[config.mk]
export PLATFORM = sky130hd
export DESIGN_NAME = dmc_ctrl
export DESIGN_NICKNAME = d
export VERILOG_FILES = /design/src/hdl/dmc_pkg.sv /design/src/hdl/dmc_ctrl.sv
export SDC_FILE = /design/constraint.sdc
export NUM_CORES = 1
export LEC_CHECK = 0
export BUFFER_PORTS_ARGS = -buffer_cell sky130_fd_sc_hd__buf_2
export CORE_AREA = 4 4 41 43
export CTS_CLUSTER_DIAMETER = 150
export DETAILED_ROUTE_END_ITERATION = 8
export DIE_AREA = 0 0 45 47
export MAX_ROUTING_LAYER = met4
export PLACE_DENSITY = 0.37
export SETUP_SLACK_MARGIN = 0.3
export SYNTH_ARGS = -nofsm -noshare
export SYNTH_HDL_FRONTEND = slang
export SYNTH_SLANG_ARGS = --single-unit
[constraint.sdc]
create_clock -name clock -period 4.15 [get_ports clock]
set_clock_uncertainty 0.2 [all_clocks]
set_input_delay 0.6225 -clock clock [delete_from_list [all_inputs] [get_ports clock]]
set_output_delay 0.6225 -clock clock [all_outputs]
set_load 0.01 [all_outputs]
[src/hdl/dmc_pkg.sv]
// shared types and constants of the direct-mapped read cache
package dmc_pkg;

   localparam int ADDR_W = 12;
   localparam int DATA_W = 8;
   localparam int CNT_W  = 16;
   localparam int TIME_W = 32;
   localparam int CFG_W  = 8;
   localparam int CSR_IDX_W = 1;

   localparam int REQ_TDATA_W = 24;
   localparam int RSP_TDATA_W = 72;

   localparam int NUM_LINES_DEF  = 8;
   localparam int LINE_BYTES_DEF = 16;
   localparam int MEM_BYTES_DEF  = 4096;

   localparam logic REQ_LOAD = 1'b0;
   localparam logic REQ_READ = 1'b1;

   localparam logic [CSR_IDX_W-1:0] CSR_HIT_TIME     = 1'b0;
   localparam logic [CSR_IDX_W-1:0] CSR_MISS_PENALTY = 1'b1;

   localparam logic [CFG_W-1:0] HIT_TIME_RST     = 8'd1;
   localparam logic [CFG_W-1:0] MISS_PENALTY_RST = 8'd10;

   typedef struct packed {
      logic capture;
      logic lookup;
      logic fill_step;
      logic line_rd;
      logic out_load;
   } dmc_cmd_type;

   typedef struct packed {
      logic is_read;
      logic hit;
      logic fill_done;
      logic out_free;
   } dmc_sts_type;

endpackage

[src/hdl/dmc_ctrl.sv]
// controller state machine of the direct-mapped read cache
module dmc_ctrl (
   input  logic                clock,
   input  logic                reset,
   input  logic                req_tvalid,
   output logic                req_tready,
   input  logic                req_kind,
   input  dmc_pkg::dmc_sts_type sts,
   output dmc_pkg::dmc_cmd_type cmd
);
   import dmc_pkg::*;

   typedef enum logic [1:0] {
      S_IDLE,
      S_LOOKUP,
      S_FILL,
      S_RESPOND
   } state_type;

   state_type state_ff, state_in;
   logic      ready_ff, ready_in;

   always_comb begin
      cmd      = '0;
      state_in = state_ff;
      case (state_ff)
         S_IDLE: begin
            if (req_tvalid && ready_ff) begin
               cmd.capture = 1'b1;
               state_in    = (req_kind == REQ_READ) ? S_LOOKUP : S_RESPOND;
            end
         end
         S_LOOKUP: begin
            cmd.lookup = 1'b1;
            if (sts.hit) begin
               cmd.line_rd = 1'b1;
               state_in    = S_RESPOND;
            end else begin
               state_in = S_FILL;
            end
         end
         S_FILL: begin
            cmd.fill_step = 1'b1;
            if (sts.fill_done) begin
               cmd.line_rd = 1'b1;
               state_in    = S_RESPOND;
            end
         end
         S_RESPOND: begin
            if (sts.out_free) begin
               cmd.out_load = 1'b1;
               state_in     = S_IDLE;
            end
         end
         default: state_in = S_IDLE;
      endcase
      ready_in = (state_in == S_IDLE);
   end

   always_ff @(posedge clock) begin
      if (reset) begin
         state_ff <= S_IDLE;
         ready_ff <= 1'b1;
      end else begin
         state_ff <= state_in;
         ready_ff <= ready_in;
      end
   end

   assign req_tready = ready_ff;

   a_ready_only_idle : assert property (@(posedge clock) disable iff (reset)
      req_tready |-> state_ff == S_IDLE)
      else $error("ready raised outside idle");

   a_fill_holds : assert property (@(posedge clock) disable iff (reset)
      (state_ff == S_FILL && !sts.fill_done) |=> state_ff == S_FILL)
      else $error("fill left before the line was complete");

endmodule

==> flow_summary.ini <==
[placed_design]
dpl.hpwl_um = 467
port_buffers = 12
gp_congestion = 0.668
dp.cells = 51
pre_cts_ws_ns = 2.08

[floorplanning]
io_pins = 14
rows = 13
core_mm2 = 0.00130
die_h_um = 47
die_area_mm2 = 0.00212
die_w_um = 45
initial_core_util_pct = 19.5

[worst_setup_path]
arrival_ns = 1.48
slowest_delay_ns = 0.37
rr_startpoint = state_ff[0]
slowest_stage = dfxtp_1
crit_end = cmd[1]
end_kind = output pin
critPathMaxFanout = 4
setup.worst_path.class = flop to output pin
path_delay_family = flip-flops
critPathLaunch = state_ff[0]
cp_num_buf_inv = 2
worst-path-stages = 5
path_cells = inv_1, ha_1, a22oi_1, nor2b_1, buf_2
cp.required_ns = 3.33
rr_worst_depth = 5
r2r_end = req_tready
r2r_slack_ns = 2.59
cp-start-kind = flop

[timing]
slew_headroom_pct = 82.2
max_freq_ghz = 0.434
report.final.slew_viol_count = 0
setup_viol = 0
tightest_slew_ns = 0.268
finalCritPeriodShare_pct = 55.5
fin_hold_ws_ns = 0.377
fin_ws_ns = 1.84
hold_viol = 0
rsz0062_at_grt = no
fin_crit_ns = 2.31
fin_tns_setup_ns = 0

[final_layout]
fillers = 152
mostFrequentLayoutCell = buf_2
num_antenna_cells = 0
final_cell_mix = buf_2 (12), ha_1 (5), clkbuf_4 (3), dfxtp_1 (3), inv_1 (2)
area.growth.synth_to_final_pct = 41.4
drive_gt1_share_pct = 52.5
nNetsFinal = 54
stdcell_count = 55
final_util_pct = 27.6

[power]
pwr-share-clk_pct = 19.9
p_int_mw = 0.150
peakVddDrop_mv = 0.232
power_frac_seq_pct = 23.2
leakage_nw = 0.179
p_sw_mw = 0.104
power_density_mw_per_mm2 = 707
swShare_pct = 41.1
combinationalPowerShare_pct = 57.0

[cts]
cts_buffer_depth = 2
cts_tree = done
cts.repair.resized = 0
clkSinkCount = 3
cts-root-buf = clkbuf_4
h-tree-depth = 1
post_cts_buffers = 0
clock_latency_ns = 0.23
hold_buffers = 0
clkTransAtPathRegs_ns = 0.04
cts_buffers = 3

[detailed_routing]
first_iter_violations = 2
routed_wl_um = 531
drtAntennaViolNets = 0
route.detailed.drc = 0
viasPerCell = 4.07
num_vias = 224
dr.pass1.iters = 2
avgRoutedWirePerCell_um = 9.65

[logic_synthesis]
synthesis.area_um2 = 254
netlist_instances = 24
synth_nets = 37
synth.distinct_cells = 17
ys_ff_latch = 3
seq_area_frac_synth_pct = 23.6
syn_area_per_cell_um2 = 10.6
yosys_warnings = 0

[global_routing]
grt_max_degree = 5
grtUsageTotal_pct = 6.11
antenna_found_initial = 0
grt_pass1_wl_um = 862
grt_pass1_vias = 212
grt-ovfl-total = 0

[job]
drv_cap = 0

[outcome]
status = completed

[worst_hold_path]
hp-class = flop to flop
## per-layer routing
layer	track usage [%]	share of wire, %	vias to the layer above	wire (µm)
met5	-	0	-	0
met4	5.26	0	0	0
met3	2.30	6.2	0	33
met2	9.04	58	6	310
met1	6.35	35	103	187
li1	-	-	115	-
## synth_stat cells
master     instances  area [µm²]
and3_1             1        6.26
nor2b_1            1        6.26
and2_1             1        6.26
nand2_2            1        6.26
mux2_4             1        15.0
o21ai_0            1        5.00
inv_1              2        7.51
a22oi_1            1        7.51
a31o_1             1        8.76
nor2_1             1        3.75
nor2b_2            1        8.76
ha_1               5        62.6
a2111oi_4          1        27.5
inv_2              1        3.75
dfxtp_1            3        60.1
a211oi_2           1        12.5
a31oi_1            1        6.26
## cells by family (layout without fill, tap and decap cells)
| group | after synthesis | count (layout) | share of synthesized area [%] |
|---|---|---|---|
| compound gates | 6 | 6 | 26.6 |
| flops | 3 | 3 | 23.6 |
| mux | 1 | 1 | 5.91 |
| fa+ha+maj | 5 | 5 | 24.6 |
| simple gates | 6 | 6 | 14.8 |
| buf+inv | 3 | 19 | 4.43 |
## sequential cells by signal (all words and copies together) (netlist names)
signal,count
req_tready,1
state_ff,2
## worst min-delay path by stage
stage	start	to	slack [ns]	depth (start not counted)
finish	state_ff[0]	state_ff[0]	0.38	2
global route	reset	state_ff[1]	0.38	2
detailed placement	state_ff[0]	state_ff[0]	0.37	2
CTS	reset	state_ff[1]	0.37	2
floorplan	state_ff[0]	state_ff[0]	0.32	2
global placement	state_ff[0]	state_ff[0]	0.39	2
## power groups by stage
stage	combinational [mW]	sequential (mW)	clock, mW
final	0.145	0.0588	0.0505
after global routing	0.164	0.0614	0.0565
after CTS	0.148	0.0590	0.0540
after detailed placement	0.148	0.0595	0
after global placement	0.148	0.0601	0
after floorplan	0.109	0.0595	0
## per-stage QoR
step / power [mW] / cell area [µm²]
after global routing: 0.282 / 359
final: 0.254 / 359
after detailed placement: 0.208 / 333
after floorplan: 0.168 / 254
after CTS: 0.261 / 359
after global placement: 0.208 / 333
## area by class of cell
cell class	instances	area (µm²)	share of cell area, %
timing repair buffer	12	60.1	16.7
multi-input combinational	18	183	50.9
tap	15	18.8	5.23
inverter	3	11.3	3.14
sequential	3	60.1	16.7
clock buffer	4	26.3	7.32
## worst register-to-register path: cells and delay by family, from the launching register on
kind                       cells  cell delay, ns
adders and majority gates      1            0.28
buffers and inverters          1            0.11
AOI/OAI and AO/OA              2            0.44
and+or+nand+nor                1            0.09
DFF                            1            0.37
Power figures use the tool's default switching activity.
